File: src/smr_pkg.sv
// Shared types and constants for the servo motion ramp block.
// Holds the request and status payload structs and the controller/datapath link.
// No dependencies.
package smr_pkg;

   // Field widths of the command and status payloads.
   localparam int US_W     = 12;
   localparam int TIME_W   = 14;
   localparam int ANGLE_W  = 16;
   localparam int SCALE_W  = 16;
   localparam int MAXANG_W = 9;
   localparam int BIAS_W   = 12;
   localparam int CHAN_W   = 3;
   localparam int REQ_W    = 3;
   localparam int FRAC_OUT_W = 16;
   localparam int CSR_DATA_W = 16;

   // Request codes.
   localparam logic [REQ_W-1:0] REQ_MOVE  = 3'd0;
   localparam logic [REQ_W-1:0] REQ_STOP  = 3'd1;
   localparam logic [REQ_W-1:0] REQ_BIAS  = 3'd2;
   localparam logic [REQ_W-1:0] REQ_TICK  = 3'd3;
   localparam logic [REQ_W-1:0] REQ_ANGLE = 3'd4;

   // Configuration register indexes.
   localparam logic CSR_MAX_ANGLE   = 1'b0;
   localparam logic CSR_ANGLE_SCALE = 1'b1;

   localparam logic [MAXANG_W-1:0] MAX_ANGLE_RESET   = 9'd180;
   localparam logic [SCALE_W-1:0]  ANGLE_SCALE_RESET = 16'd64881;

   // Pulse width limits in whole microseconds.
   localparam logic [US_W-1:0] TARGET_LOW   = 12'd510;
   localparam logic [US_W-1:0] TARGET_HIGH  = 12'd2490;
   localparam logic [US_W-1:0] SNAP_LOW     = 12'd500;
   localparam logic [US_W-1:0] ANGLE_BASE   = 12'd500;
   localparam logic [US_W-1:0] POS_RESET_US = 12'd1500;
   localparam int              STEP_RESET_US = 20;

   // Move durations in milliseconds.
   localparam logic [TIME_W-1:0] TIME_LIMIT = 14'd10000;
   localparam logic [TIME_W-1:0] TIME_CLIP  = 14'd9999;
   localparam logic [TIME_W-1:0] TIME_MIN   = 14'd20;
   localparam logic [TIME_W-1:0] ANGLE_TIME = 14'd1000;

   // Angle times scale carries 8 + 16 fraction bits.
   localparam int ANGLE_DEN_SHIFT = 24;

   typedef struct packed {
      logic [REQ_W-1:0]         req_type;
      logic [CHAN_W-1:0]        channel;
      logic                     all_channels;
      logic [US_W-1:0]          target_us;
      logic [TIME_W-1:0]        time_ms;
      logic signed [BIAS_W-1:0] bias_us;
      logic [ANGLE_W-1:0]       angle;
   } smr_req_type;

   typedef struct packed {
      logic [CHAN_W-1:0]        out_channel;
      logic [US_W-1:0]          position_us;
      logic [FRAC_OUT_W-1:0]    position_frac;
      logic [US_W-1:0]          aim_us;
      logic                     moving;
      logic signed [BIAS_W-1:0] bias_out;
   } smr_rsp_type;

   // Commands from the controller to the datapath.
   typedef struct packed {
      logic load;
      logic halt_all;
      logic halt;
      logic set_bias;
      logic move_load;
      logic move_jump;
      logic move_diff;
      logic step_div;
      logic step_write;
      logic tick_prep;
      logic tick_apply;
      logic ang_clamp;
      logic ang_mul;
      logic ang_div;
      logic ang_target;
      logic report;
   } smr_cmd_type;

   // Status from the datapath to the controller.
   typedef struct packed {
      logic [REQ_W-1:0] req_type;
      logic             chan_ok;
      logic             all_stop;
      logic             step_zero;
      logic             target_zero;
      logic             time_short;
      logic             div_done;
   } smr_stat_type;

endpackage

File: src/servo_motion_ramp_core.sv
// Top level of the servo motion ramp block.
// Depends on smr_pkg, smr_control, smr_datapath and smr_divider.
//
// Usage:
//   A command (move, stop, set bias, tick, set angle) is transferred at a rising
//   clock edge with start high and busy low. busy stays high until the command's
//   single status result has been produced; rsp_valid then strobes for one cycle
//   with rsp_data, and the receiver must take it in that cycle.
//   The next command may be transferred during the strobe cycle.
//   Stop, bias, unknown and out-of-range commands and a tick on a stopped
//   channel go from decode straight to the report step; any other tick and a
//   move that stops or jumps pass through their own tick or move step first.
//   Ramped moves and angles wait for the shared restoring divider; an angle runs it twice.
//   The csr port writes max_angle (index 0) and angle_scale (index 1);
//   write them only while busy is low.
//   Reset (synchronous, active high) puts every channel at 1500 us with a step
//   of 20 us, zero bias, and restores the register defaults at once.
module servo_motion_ramp_core
   import smr_pkg::*;
#(
   parameter int NUM_CHANNELS = 8,
   parameter int FRAC_BITS    = 16
) (
   input  logic                  clock,
   input  logic                  reset,
   input  logic                  start,
   output logic                  busy,
   input  smr_req_type           req_data,
   output logic                  rsp_valid,
   output smr_rsp_type           rsp_data,
   input  logic                  csr_we,
   input  logic                  csr_index,
   input  logic [CSR_DATA_W-1:0] csr_wdata
);

   smr_cmd_type  cmd;
   smr_stat_type stat;

   smr_control u_control (
      .clock     (clock),
      .reset     (reset),
      .start     (start),
      .stat      (stat),
      .cmd       (cmd),
      .busy      (busy),
      .rsp_valid (rsp_valid)
   );

   smr_datapath #(
      .NUM_CHANNELS (NUM_CHANNELS),
      .FRAC_BITS    (FRAC_BITS)
   ) u_datapath (
      .clock     (clock),
      .reset     (reset),
      .req_data  (req_data),
      .cmd       (cmd),
      .stat      (stat),
      .csr_we    (csr_we),
      .csr_index (csr_index),
      .csr_wdata (csr_wdata),
      .rsp_data  (rsp_data)
   );

endmodule

File: src/smr_divider.sv
// Restoring unsigned divider, one quotient bit per cycle.
// Used by the servo ramp datapath for the step and angle divisions; no dependencies.
module smr_divider #(
   parameter int DIVIDEND_W = 33,
   parameter int DIVISOR_W  = 14
) (
   input  logic                  clock,
   input  logic                  reset,
   input  logic                  start,
   input  logic [DIVIDEND_W-1:0] dividend,
   input  logic [DIVISOR_W-1:0]  divisor,
   output logic                  done,
   output logic [DIVIDEND_W-1:0] quotient
);

   localparam int CNT_W = $clog2(DIVIDEND_W + 1);

   logic [CNT_W-1:0]      count_ff, count_in;
   logic                  run_ff, run_in;
   logic                  done_ff, done_in;
   logic [DIVIDEND_W-1:0] shift_ff, shift_in;
   logic [DIVISOR_W-1:0]  rem_ff, rem_in;
   logic [DIVISOR_W-1:0]  divisor_ff, divisor_in;
   logic [DIVISOR_W:0]    trial;
   logic [DIVISOR_W:0]    trial_sub;

   always_comb begin
      trial      = {rem_ff, shift_ff[DIVIDEND_W-1]};
      trial_sub  = trial - {1'b0, divisor_ff};
      count_in   = count_ff;
      run_in     = run_ff;
      done_in    = 1'b0;
      shift_in   = shift_ff;
      rem_in     = rem_ff;
      divisor_in = divisor_ff;
      if (start) begin
         shift_in   = dividend;
         rem_in     = '0;
         divisor_in = divisor;
         count_in   = CNT_W'(DIVIDEND_W);
         run_in     = 1'b1;
      end else if (run_ff) begin
         // The dividend shifts out at the top while quotient bits enter at the bottom.
         if (trial >= {1'b0, divisor_ff}) begin
            rem_in   = trial_sub[DIVISOR_W-1:0];
            shift_in = {shift_ff[DIVIDEND_W-2:0], 1'b1};
         end else begin
            rem_in   = trial[DIVISOR_W-1:0];
            shift_in = {shift_ff[DIVIDEND_W-2:0], 1'b0};
         end
         count_in = count_ff - CNT_W'(1);
         if (count_ff == CNT_W'(1)) begin
            run_in  = 1'b0;
            done_in = 1'b1;
         end
      end
   end

   always_ff @(posedge clock) begin
      if (reset) begin
         count_ff <= '0;
         run_ff   <= 1'b0;
         done_ff  <= 1'b0;
      end else begin
         count_ff <= count_in;
         run_ff   <= run_in;
         done_ff  <= done_in;
      end
   end

   always_ff @(posedge clock) begin
      shift_ff   <= shift_in;
      rem_ff     <= rem_in;
      divisor_ff <= divisor_in;
   end

   assign done     = done_ff;
   assign quotient = shift_ff;

endmodule

File: src/smr_datapath.sv
// Datapath of the servo ramp: per-channel state, move, tick and angle arithmetic.
// Depends on smr_pkg and smr_divider; driven by commands from smr_control.
module smr_datapath
   import smr_pkg::*;
#(
   parameter int NUM_CHANNELS = 8,
   parameter int FRAC_BITS    = 16
) (
   input  logic                  clock,
   input  logic                  reset,
   input  smr_req_type           req_data,
   input  smr_cmd_type           cmd,
   output smr_stat_type          stat,
   input  logic                  csr_we,
   input  logic                  csr_index,
   input  logic [CSR_DATA_W-1:0] csr_wdata,
   output smr_rsp_type           rsp_data
);

   localparam int POS_W  = US_W + FRAC_BITS;
   localparam int STEP_W = POS_W + 1;
   localparam int LIM_W  = STEP_W + 1;
   localparam int DIVD_W = POS_W + 5;
   localparam int NUM_W  = 2 * ANGLE_W + 11;
   localparam int CH_W   = (NUM_CHANNELS > 1) ? $clog2(NUM_CHANNELS) : 1;
   localparam int SMALL_RAW  = ((1 << FRAC_BITS) + 500) / 1000;
   localparam int SMALL_STEP = (SMALL_RAW < 1) ? 1 : SMALL_RAW;

   localparam logic [POS_W-1:0] POS_MAX   = {POS_W{1'b1}};
   localparam logic [POS_W-1:0] POS_RESET = {POS_RESET_US, {FRAC_BITS{1'b0}}};
   localparam logic signed [STEP_W-1:0] STEP_RESET =
      STEP_W'(STEP_RESET_US * (1 << FRAC_BITS));
   localparam logic signed [STEP_W-1:0] STEP_SMALL = STEP_W'(SMALL_STEP);

   function automatic logic [US_W-1:0] clamp_target(input logic [US_W-1:0] t);
      logic [US_W-1:0] r;
      if (t == '0) begin
         r = '0;
      end else if (t > TARGET_HIGH) begin
         r = TARGET_HIGH;
      end else if (t < TARGET_LOW) begin
         r = TARGET_LOW;
      end else begin
         r = t;
      end
      return r;
   endfunction

   // Per-channel state.
   logic [POS_W-1:0]         aim_ff  [NUM_CHANNELS];
   logic [POS_W-1:0]         cur_ff  [NUM_CHANNELS];
   logic signed [STEP_W-1:0] step_ff [NUM_CHANNELS];
   logic signed [BIAS_W-1:0] bias_ff [NUM_CHANNELS];

   logic [MAXANG_W-1:0] max_angle_ff;
   logic [SCALE_W-1:0]  angle_scale_ff;

   // Request and working registers.
   smr_req_type              req_ff;
   logic [CH_W-1:0]          ch_ff;
   logic [CHAN_W-1:0]        out_ch_ff;
   logic                     chan_ok_ff;
   logic                     all_stop_ff;
   logic [US_W-1:0]          mv_target_ff;
   logic [TIME_W-1:0]        mv_time_ff;
   logic signed [POS_W:0]    diff_ff;
   logic [POS_W-1:0]         snap_ff;
   logic [POS_W-1:0]         dist_ff;
   logic [LIM_W-1:0]         lim_ff;
   logic signed [LIM_W-1:0]  next_ff;
   logic [ANGLE_W-1:0]       ang_c_ff;
   logic [2*ANGLE_W-1:0]     prod_ff;
   smr_rsp_type              rsp_ff;

   logic                     load_all_stop;
   logic                     load_in_range;
   logic [POS_W-1:0]         aim_rd;
   logic [POS_W-1:0]         cur_rd;
   logic signed [STEP_W-1:0] step_rd;
   logic signed [BIAS_W-1:0] bias_rd;
   logic [US_W-1:0]          snap_raw;
   logic [US_W-1:0]          snap_us;
   logic [POS_W-1:0]         snap_pos;
   logic signed [POS_W:0]    tick_diff;
   logic [POS_W-1:0]         tick_dist;
   logic [STEP_W-1:0]        step_mag;
   logic signed [LIM_W-1:0]  tick_next;
   logic [POS_W-1:0]         tick_sat;
   logic [POS_W-1:0]         tgt_pos;
   logic signed [POS_W:0]    move_diff;
   logic [POS_W-1:0]         diff_mag;
   logic [STEP_W-1:0]        quo_step;
   logic signed [STEP_W-1:0] step_new;
   logic [MAXANG_W-1:0]      full;
   logic [ANGLE_W:0]         full_sh;
   logic [ANGLE_W-1:0]       ang_c;
   logic [NUM_W-1:0]         prod_ext;
   logic [NUM_W-1:0]         ang_num;
   logic [DIVD_W-1:0]        div_dividend;
   logic [TIME_W-1:0]        div_divisor;
   logic                     div_done;
   logic [DIVD_W-1:0]        div_quo;
   logic [FRAC_BITS+FRAC_OUT_W-1:0] frac_wide;

   always_comb begin
      load_all_stop = (req_data.req_type == REQ_STOP) && req_data.all_channels;
      load_in_range = int'(req_data.channel) < NUM_CHANNELS;

      aim_rd  = aim_ff[ch_ff];
      cur_rd  = cur_ff[ch_ff];
      step_rd = step_ff[ch_ff];
      bias_rd = bias_ff[ch_ff];

      // Tick: snap point from the integer part of the aim.
      snap_raw = aim_rd[POS_W-1:FRAC_BITS];
      if (snap_raw > TARGET_HIGH) begin
         snap_us = TARGET_HIGH;
      end else if (snap_raw < SNAP_LOW) begin
         snap_us = SNAP_LOW;
      end else begin
         snap_us = snap_raw;
      end
      snap_pos  = {snap_us, {FRAC_BITS{1'b0}}};
      tick_diff = $signed({1'b0, snap_pos}) - $signed({1'b0, cur_rd});
      tick_dist = tick_diff[POS_W] ? POS_W'(-tick_diff) : tick_diff[POS_W-1:0];
      step_mag  = step_rd[STEP_W-1] ? STEP_W'(-step_rd) : step_rd;
      tick_next = $signed({2'b00, cur_rd}) + $signed({step_rd[STEP_W-1], step_rd});

      if (next_ff[LIM_W-1]) begin
         tick_sat = '0;
      end else if (next_ff[POS_W]) begin
         tick_sat = POS_MAX;
      end else begin
         tick_sat = next_ff[POS_W-1:0];
      end

      // Move: signed distance to the target, then its magnitude times 20.
      tgt_pos   = {mv_target_ff, {FRAC_BITS{1'b0}}};
      move_diff = $signed({1'b0, tgt_pos}) - $signed({1'b0, cur_rd});
      diff_mag  = diff_ff[POS_W] ? POS_W'(-diff_ff) : diff_ff[POS_W-1:0];
      quo_step  = div_quo[STEP_W-1:0];
      step_new  = diff_ff[POS_W] ? -$signed(quo_step) : $signed(quo_step);

      // Angle: clamp to full scale, then scale by 2000 as shift and subtract.
      full     = (max_angle_ff == '0) ? MAXANG_W'(1) : max_angle_ff;
      full_sh  = {full, 8'h00};
      ang_c    = ({1'b0, req_ff.angle} > full_sh) ? full_sh[ANGLE_W-1:0] : req_ff.angle;
      prod_ext = NUM_W'(prod_ff);
      ang_num  = (prod_ext << 11) - (prod_ext << 5) - (prod_ext << 4);

      if (cmd.ang_div) begin
         div_dividend = DIVD_W'(ang_num[NUM_W-1:ANGLE_DEN_SHIFT]);
         div_divisor  = TIME_W'(full);
      end else begin
         div_dividend = (DIVD_W'(diff_mag) << 4) + (DIVD_W'(diff_mag) << 2);
         div_divisor  = mv_time_ff;
      end

      frac_wide = {cur_rd[FRAC_BITS-1:0], {FRAC_OUT_W{1'b0}}};
   end

   smr_divider #(
      .DIVIDEND_W (DIVD_W),
      .DIVISOR_W  (TIME_W)
   ) u_divider (
      .clock    (clock),
      .reset    (reset),
      .start    (cmd.step_div | cmd.ang_div),
      .dividend (div_dividend),
      .divisor  (div_divisor),
      .done     (div_done),
      .quotient (div_quo)
   );

   // Channel state.
   always_ff @(posedge clock) begin
      if (reset) begin
         for (int i = 0; i < NUM_CHANNELS; i++) begin
            aim_ff[i]  <= POS_RESET;
            cur_ff[i]  <= POS_RESET;
            step_ff[i] <= STEP_RESET;
            bias_ff[i] <= '0;
         end
      end else if (cmd.halt_all) begin
         for (int i = 0; i < NUM_CHANNELS; i++) begin
            step_ff[i] <= '0;
            aim_ff[i]  <= cur_ff[i];
         end
      end else if (cmd.halt) begin
         step_ff[ch_ff] <= '0;
         aim_ff[ch_ff]  <= cur_rd;
      end else if (cmd.set_bias) begin
         bias_ff[ch_ff] <= req_ff.bias_us;
         step_ff[ch_ff] <= STEP_SMALL;
      end else if (cmd.move_jump) begin
         aim_ff[ch_ff]  <= tgt_pos;
         cur_ff[ch_ff]  <= tgt_pos;
         step_ff[ch_ff] <= '0;
      end else if (cmd.move_diff) begin
         aim_ff[ch_ff] <= tgt_pos;
      end else if (cmd.step_write) begin
         step_ff[ch_ff] <= step_new;
      end else if (cmd.tick_apply) begin
         if (LIM_W'(dist_ff) <= lim_ff) begin
            cur_ff[ch_ff]  <= snap_ff;
            step_ff[ch_ff] <= '0;
         end else begin
            cur_ff[ch_ff] <= tick_sat;
         end
      end
   end

   always_ff @(posedge clock) begin
      if (reset) begin
         max_angle_ff   <= MAX_ANGLE_RESET;
         angle_scale_ff <= ANGLE_SCALE_RESET;
      end else if (csr_we) begin
         case (csr_index)
            CSR_MAX_ANGLE: begin
               max_angle_ff <= csr_wdata[MAXANG_W-1:0];
            end
            CSR_ANGLE_SCALE: begin
               angle_scale_ff <= csr_wdata[SCALE_W-1:0];
            end
            default: begin
            end
         endcase
      end
   end

   // Working registers; but for the result register, their contents matter only inside one command.
   always_ff @(posedge clock) begin
      if (cmd.load) begin
         req_ff      <= req_data;
         all_stop_ff <= load_all_stop;
         chan_ok_ff  <= load_all_stop || load_in_range;
         ch_ff       <= load_all_stop ? '0 : CH_W'(req_data.channel);
         out_ch_ff   <= load_all_stop ? '0 : req_data.channel;
      end
      if (cmd.move_load) begin
         mv_target_ff <= clamp_target(req_ff.target_us);
         mv_time_ff   <= (req_ff.time_ms > TIME_LIMIT) ? TIME_CLIP : req_ff.time_ms;
      end else if (cmd.ang_target) begin
         mv_target_ff <= clamp_target(ANGLE_BASE + {1'b0, div_quo[US_W-2:0]});
         mv_time_ff   <= ANGLE_TIME;
      end
      if (cmd.move_diff) begin
         diff_ff <= move_diff;
      end
      if (cmd.tick_prep) begin
         snap_ff <= snap_pos;
         dist_ff <= tick_dist;
         lim_ff  <= {step_mag, 1'b0};
         next_ff <= tick_next;
      end
      if (cmd.ang_clamp) begin
         ang_c_ff <= ang_c;
      end
      if (cmd.ang_mul) begin
         prod_ff <= (2*ANGLE_W)'(ang_c_ff) * (2*ANGLE_W)'(angle_scale_ff);
      end
      if (cmd.report) begin
         rsp_ff.out_channel <= out_ch_ff;
         if (chan_ok_ff) begin
            rsp_ff.position_us   <= cur_rd[POS_W-1:FRAC_BITS];
            rsp_ff.position_frac <= frac_wide[FRAC_BITS+FRAC_OUT_W-1:FRAC_BITS];
            rsp_ff.aim_us        <= aim_rd[POS_W-1:FRAC_BITS];
            rsp_ff.moving        <= (step_rd != '0);
            rsp_ff.bias_out      <= bias_rd;
         end else begin
            rsp_ff.position_us   <= '0;
            rsp_ff.position_frac <= '0;
            rsp_ff.aim_us        <= '0;
            rsp_ff.moving        <= 1'b0;
            rsp_ff.bias_out      <= '0;
         end
      end
   end

   always_comb begin
      stat.req_type    = req_ff.req_type;
      stat.chan_ok     = chan_ok_ff;
      stat.all_stop    = all_stop_ff;
      stat.step_zero   = (step_rd == '0);
      stat.target_zero = (mv_target_ff == '0);
      stat.time_short  = (mv_time_ff < TIME_MIN);
      stat.div_done    = div_done;
   end

   assign rsp_data = rsp_ff;

endmodule

File: src/smr_control.sv
// Command sequencer of the servo ramp: decodes a request into datapath steps.
// Depends on smr_pkg; controls smr_datapath through smr_cmd_type and smr_stat_type.
module smr_control
   import smr_pkg::*;
(
   input  logic         clock,
   input  logic         reset,
   input  logic         start,
   input  smr_stat_type stat,
   output smr_cmd_type  cmd,
   output logic         busy,
   output logic         rsp_valid
);

   typedef enum logic [3:0] {
      S_IDLE,
      S_DECODE,
      S_MOVE,
      S_STEP_DIV,
      S_STEP_WAIT,
      S_TICK,
      S_ANG_MUL,
      S_ANG_DIV,
      S_ANG_WAIT,
      S_REPORT
   } state_type;

   state_type state_ff, state_in;
   logic      busy_ff;
   logic      rsp_valid_ff;

   always_comb begin
      cmd      = '0;
      state_in = state_ff;
      case (state_ff)
         S_IDLE: begin
            if (start) begin
               cmd.load = 1'b1;
               state_in = S_DECODE;
            end
         end
         S_DECODE: begin
            state_in = S_REPORT;
            if (stat.all_stop) begin
               cmd.halt_all = 1'b1;
            end else if (stat.chan_ok) begin
               case (stat.req_type)
                  REQ_MOVE: begin
                     cmd.move_load = 1'b1;
                     state_in      = S_MOVE;
                  end
                  REQ_STOP: begin
                     cmd.halt = 1'b1;
                  end
                  REQ_BIAS: begin
                     cmd.set_bias = 1'b1;
                  end
                  REQ_TICK: begin
                     if (!stat.step_zero) begin
                        cmd.tick_prep = 1'b1;
                        state_in      = S_TICK;
                     end
                  end
                  REQ_ANGLE: begin
                     cmd.ang_clamp = 1'b1;
                     state_in      = S_ANG_MUL;
                  end
                  default: begin
                  end
               endcase
            end
         end
         S_MOVE: begin
            // A zero target stops the channel; a very short move jumps there.
            if (stat.target_zero) begin
               cmd.halt = 1'b1;
               state_in = S_REPORT;
            end else if (stat.time_short) begin
               cmd.move_jump = 1'b1;
               state_in      = S_REPORT;
            end else begin
               cmd.move_diff = 1'b1;
               state_in      = S_STEP_DIV;
            end
         end
         S_STEP_DIV: begin
            cmd.step_div = 1'b1;
            state_in     = S_STEP_WAIT;
         end
         S_STEP_WAIT: begin
            if (stat.div_done) begin
               cmd.step_write = 1'b1;
               state_in       = S_REPORT;
            end
         end
         S_TICK: begin
            cmd.tick_apply = 1'b1;
            state_in       = S_REPORT;
         end
         S_ANG_MUL: begin
            cmd.ang_mul = 1'b1;
            state_in    = S_ANG_DIV;
         end
         S_ANG_DIV: begin
            cmd.ang_div = 1'b1;
            state_in    = S_ANG_WAIT;
         end
         S_ANG_WAIT: begin
            if (stat.div_done) begin
               cmd.ang_target = 1'b1;
               state_in       = S_MOVE;
            end
         end
         S_REPORT: begin
            cmd.report = 1'b1;
            state_in   = S_IDLE;
         end
         default: begin
            state_in = S_IDLE;
         end
      endcase
   end

   always_ff @(posedge clock) begin
      if (reset) begin
         state_ff     <= S_IDLE;
         busy_ff      <= 1'b0;
         rsp_valid_ff <= 1'b0;
      end else begin
         state_ff     <= state_in;
         busy_ff      <= (state_in != S_IDLE);
         rsp_valid_ff <= (state_ff == S_REPORT);
      end
   end

   assign busy      = busy_ff;
   assign rsp_valid = rsp_valid_ff;

   // A result strobe follows only the report step.
   a_rsp_after_report: assert property (@(posedge clock) disable iff (reset)
      rsp_valid_ff |-> $past(state_ff == S_REPORT))
      else $error("result strobe without a report step");

   // Back-to-back commands still leave a gap between result strobes.
   a_rsp_single: assert property (@(posedge clock) disable iff (reset)
      rsp_valid_ff |=> !rsp_valid_ff)
      else $error("result strobe longer than one cycle");

   // An accepted command makes the block busy on the next cycle.
   a_accept_busy: assert property (@(posedge clock) disable iff (reset)
      (start && !busy_ff) |=> busy_ff)
      else $error("accepted command did not raise busy");

   // The divider finishes only while the sequencer waits for it.
   a_div_done_wait: assert property (@(posedge clock) disable iff (reset)
      stat.div_done |-> (state_ff == S_STEP_WAIT || state_ff == S_ANG_WAIT))
      else $error("divider finished outside a wait step");

endmodule
File: config.mk
export PLATFORM = sky130hd
export DESIGN_NAME = servo_motion_ramp_core
export DESIGN_NICKNAME = d
export VERILOG_FILES = /design/src/smr_pkg.sv /design/src/servo_motion_ramp_core.sv /design/src/smr_divider.sv /design/src/smr_datapath.sv /design/src/smr_control.sv
export SDC_FILE = /design/constraint.sdc
export NUM_CORES = 2
export LEC_CHECK = 0
export BUFFER_PORTS_ARGS = -buffer_cell sky130_fd_sc_hd__buf_2
export CAP_MARGIN = 40
export CORE_MARGIN = 5
export CORE_UTILIZATION = 46
export CTS_BUF_LIST = sky130_fd_sc_hd__clkbuf_8 sky130_fd_sc_hd__clkbuf_16
export DETAILED_ROUTE_END_ITERATION = 8
export GPL_TIMING_DRIVEN = 0
export PLACE_DENSITY = 0.63
export SETUP_SLACK_MARGIN = 0.5
export SYNTH_ARGS = -nofsm -noshare
export SYNTH_HDL_FRONTEND = slang
export SYNTH_SLANG_ARGS = --single-unit
File: constraint.sdc
create_clock -name clock -period 28.3 [get_ports clock]
set_input_delay 2.83 -clock clock [delete_from_list [all_inputs] [get_ports clock]]
set_output_delay 2.83 -clock clock [all_outputs]
set_load 0.005 [all_outputs]
Word-level counts from Yosys, hierarchy flattened:

Memories as Yosys holds them, arrays and structs flattened. A register that Yosys moved wholly into a read port is not among the register bits.
Cells that the tools add are included.

* logic and storage cells: 296
* memories: 4
* bits in writable memories: 776
* register bits after elaboration: 407
* bits of input ports: 82

* eq/ne operators: 15
* reduce and logical (&&, ||, !) cells: 20
* $lt $le $gt $ge: 11
* multiply operators: 1
* multiplexer cells: 169
* add/subtract/negate cells: 13
* bitwise operators: 27

Memories
* u_datapath.step_ff: depth 8, bits a word 29, read ports 1, clocked after Yosys merged registers in 1, wr ports 8, line smr_datapath.sv:52 `logic signed [STEP_W-1:0] step_ff [NUM_CHANNELS];`
* u_datapath.aim_ff: depth 8, bits a word 28, read ports 1, clocked after Yosys merged registers in 1, wr ports 8, line smr_datapath.sv:50 `logic [POS_W-1:0] aim_ff [NUM_CHANNELS];`
* u_datapath.cur_ff: depth 8, bits a word 28, read ports 9, clocked after Yosys merged registers in 1, wr ports 8, line smr_datapath.sv:51 `logic [POS_W-1:0] cur_ff [NUM_CHANNELS];`
* u_datapath.bias_ff: depth 8, bits a word 12, read ports 1, clocked after Yosys merged registers in 1, wr ports 8, line smr_datapath.sv:53 `logic signed [BIAS_W-1:0] bias_ff [NUM_CHANNELS];`

Operators with widths (number)
* $mux W28: 19
* $mux W29: 14
* $mux W12: 11
* $mux W33: 3
* $mux W1: 89
* $neg A29 Y29: 2
* $sub A28 B28 Y29: 2
* $mux W14: 4
* $neg A28 Y28: 2
* $reduce_or A28 Y1: 2
* $sub A43 B36 Y43: 1
* $sub A43 B37 Y43: 1
* $gt A12 B12 Y1 const B: 3
* $logic_not A12 Y1: 3
* $lt A12 B9 Y1 const B: 3
* $pmux W4 S9: 1
* $add A32 B30 Y33: 1
* $mux W3: 11
* $mul A16 B16 Y32: 1
* $add A29 B29 Y30: 1
* $le A28 B30 Y1: 1
* $logic_not A29 Y1: 1
* $reduce_bool A29 Y1: 1
* $reduce_or A29 Y1: 1
* 34 further kinds: 78

Depth between registers and ports, before layout:

* word-level depth: 15
* gate-level depth with buffers: 30
* gate-level depth less buffers: 24

Hierarchy:

From an unflattened synthesis, not the netlist that was laid out.

* cells, all modules: 5608
* area total of the unflattened synthesis: 64324.2 µm²

By module, submodules not included
* smr_datapath: instances 1, cells an instance 5217, area each 60090.1 µm²
* smr_divider: instances 1, cells an instance 322, area each 3661.0 µm²
* smr_control: instances 1, cells an instance 69, area each 573.0 µm²

Worst setup path after synthesis:

OpenSTA, ideal clock, no wires.

* path type: flip-flop to flip-flop
* from: register (tool-made name)
* to: register u_control.busy_ff, in the netlist u_control.busy
* stages on the path, launching flop included: 19
* arrival: 11.177 ns
* library setup time: 0.092 ns
* path buffers: 6
* period minus slack after synthesis: 11.269 ns
* slack: 17.031 ns
* data required time: 28.208 ns
* cells stage by stage: dfxtp_1 -> inv_2 -> buf_1 -> clkbuf_1 -> clkbuf_1 -> buf_1 -> clkbuf_1 -> buf_1 -> nand2_1 -> and2_1 -> ha_1 -> nand3_1 -> or3_1 -> nor2_1 -> nand4_1 -> nor2_1 -> nor3_1 -> nor3_1 -> a31oi_1

RTL lines
* to (signal assigned): line smr_control.sv:131 `busy_ff <= (state_in != S_IDLE);`
* to (decl): line smr_control.sv:29 `logic busy_ff;`

==> run metrics <==
ys async rst share=0%; largest net degree at the start of global routing=34; hold depth=1; fin crit share=34.0%; Initial Util=46.3%; Post-CTS Setup Inserts=0; post-layout power=5.29 mW; Placed Cells incl. Taps=7,548; Syn. warnings=0; Sink Count=1,070; initial antenna violation count=8; number of detailed-route iterations in the first pass=7; Max Buffers Root-to-Sink=3; count leader, synth=edfxtp_1; Cell Rows=135; vias per cell=5.86; setup TNS=0 ns; WL/cell=24.4 um; Core ar.=0.136 sq mm; fmax=0.104 GHz; # IOs=140; Pwr Density=74.9 mW/mm^2; Critical Path AT=10.14 ns; vias in the first global route=44,485; final setup violation count=0; Root Buffer=clkbuf_16; DPL Wire Length=144,000 um; R2R cell count=24; relative slew slack=30.1%; RR Endpoint=u_datapath.dist_ff[14]; via count=45,442; flop-to-flop setup slack=18.67 ns; first-pass GRT wire length=282,000 um; Area Overhead vs Synth=12.4%; Yosys cell types=91; Flop pwr share=36.7%; Hold Crit Start=u_datapath.u_divider.rem_ff[13]; drt total wl=189,000 um; Peak VDD IR=0.0000570 V; initial DRC count=5,398; nets=6,474; clk_lat worst skew=0.76 ns; Die Y=380 um; die area=0.144 sq mm; Commonest cells post-synth=edfxtp_1, nor2_1, nand2_1; Resized cells post-CTS=0; routability congestion estimate=0.938; clock buffer count from CTS=112; sw power=1.79 mW; FF+latch count, synth=1,070; Seq/Total Area, Yosys=50.2%; Mapped Nets=6,136; max-cap viol count=0; clock power share=28.6%; P_int=3.50 mW; # port buffers=139; leading area contributor after synthesis=edfxtp_1; Hold Crit Endpoint=u_datapath.u_divider.rem_ff[13]; dpl ws=18.95 ns; Post-Syn Area=0.0629 sq mm; number of synthesized flops with an enable pin=1,014; max-slew violation count=0; RSZ-0062 raised after global routing=false; LEAKAGE=27.3 nW; Logic pwr share=34.7%; Hold Path Class=reg -> reg; final cell count without fillers=7,761; status=complete, no violations; most common flop cell mapped by yosys=edfxtp_1; Synth area leaders=edfxtp_1, fa_1, ha_1, mux4_2, nor2_1; Hold-fix buffers, CTS=0; syn avg cell area=11.3 sq um; final worst setup slack=18.67 ns; Crit Path Max Fanout=10; drt drc=0; Fin. Hold Viols=0; net switching fraction of the power=33.8%; min Tclk post-route=9.63 ns; clock skew=0.0698 ns; Worst-path clk slew=0.06 ns; GR Overflow Total=0; proportion of layout cells with a drive suffix above 1=10.8%; Synth top area share=48.4%; Worst setup SP type=flop; fin util=52.1%; Total GRT Usage=25.7%; H-tree levels=3; critical setup path kind=reg -> reg; CTS tree=yes; fill cell count=11,855; final antenna-violating net count=0; Crit. End Element=flop; Req. time, crit path=28.81 ns; Tightest Pin Transition=1.05 ns; cell count after synthesis=5,545; die extent in x=380 um
layout make-up:
type	instances	area [sq um]	share of cell area, %
inverter	434	1630	2.31
multi-input combinational	3811	28800	40.8
clock inverter	94	933	1.32
timing repair buffer	224	1710	2.41
antenna	4	10.0	0.0142
buffer	230	923	1.31
tap	1781	2230	3.16
clock buffer	113	2830	4.00
sequential	1070	31600	44.7
cell families after synthesis:
| logic type | count (synthesis) | share of synthesized area, % |
|---|---|---|
| adders and majority gates | 509 | 12.8 |
| xor gates and xnor gates | 244 | 3.40 |
| muxes | 226 | 6.44 |
| AOI/OAI and AO/OA | 870 | 8.78 |
| buffers and inverters | 664 | 4.06 |
| and+or+nand+nor | 1962 | 14.3 |
| DFF | 1070 | 50.2 |
layer usage:
metal / vias to the layer above / part of all wire (%) / GRT usage (%)
li1: 20335 / - / -
met1: 22356 / 42 / 37.3
met2: 2378 / 44 / 39.0
met3: 369 / 11 / 5.40
met4: 4 / 3.4 / 8.07
met5: - / 0.011 / 0
how the worst max path moves through the flow:
stage | cells after the start | to
finish | 24 | u_datapath.dist_ff[14]
floorplan | 18 | u_control.busy
detailed placement | 24 | u_datapath.dist_ff[14]
CTS | 24 | u_datapath.dist_ff[14]
global placement | 17 | u_control.busy
global route | 23 | u_datapath.dist_ff[14]
cells in the final DEF (no fill, tap or decap), types with 24 or more instances in the layout:
master,count
a21o_1,88
a21oi_1,227
a22oi_1,55
a31oi_1,24
and2_1,259
and3_1,24
buf_2,179
buf_4,25
clkbuf_1,189
clkbuf_16,113
dfxtp_1,56
edfxtp_1,1014
fa_1,222
ha_1,287
inv_1,451
mux2i_1,70
mux4_2,132
nand2_1,609
nand2b_1,33
nand3_1,81
nand4_1,42
nor2_1,661
nor2b_1,33
nor3_1,77
o21a_1,25
o21ai_0,231
o31ai_1,31
or2_2,28
or3_1,26
xnor2_1,190
xor2_1,54
worst max-delay path, stage by stage (launching register included):
cell	delay, ns
dfxtp_1	0.60
buf_2	0.41
buf_2	0.36
buf_2	0.44
buf_2	0.37
buf_2	0.42
buf_2	0.43
clkbuf_1	0.57
clkbuf_1	0.52
buf_6	0.23
mux4_2	0.34
mux2i_1	0.44
nand2_1	0.17
a311oi_1	0.53
o21ai_0	0.36
ha_1	0.37
clkbuf_1	0.20
nand2_1	0.16
nand2b_1	0.07
a41oi_1	0.41
o31ai_1	0.22
o32ai_1	0.83
clkbuf_1	0.52
o21ai_0	0.23
xnor2_1	0.19
power by group through the flow:
stage	clock [mW]	sequential, mW	combinational [mW]
6_report	1.51	1.94	1.84
5_1_grt	1.59	1.95	2.04
4_1_cts	1.53	1.94	1.83
3_5_place_dp	0	1.97	1.81
3_3_place_gp	0	1.97	1.77
2_1_floorplan	0	1.95	1.33
state kept, by name (all words and copies together) (netlist names), 30 cells and up, named ones only:
| signal | count |
|---|---|
| u_datapath.next_ff | 30 |
| u_datapath.bias_ff | 96 |
| u_datapath.step_ff | 232 |
| u_datapath.cur_ff | 224 |
| u_datapath.prod_ff | 32 |
| u_datapath.req_ff | 54 |
| u_datapath.aim_ff | 96 |
| u_datapath.rsp_data | 56 |
| u_datapath.u_divider.quotient | 33 |
through the flow:
step / hold WS [ns] / instance area (sq um)
after global routing: 0.474 / 70600
after CTS: 0.465 / 70600
after floorplan: 0.427 / 62900
after global placement: 0.439 / 65800
after detailed placement: 0.451 / 66800
final: 0.462 / 70600
(Power assumes the default switching activity.)
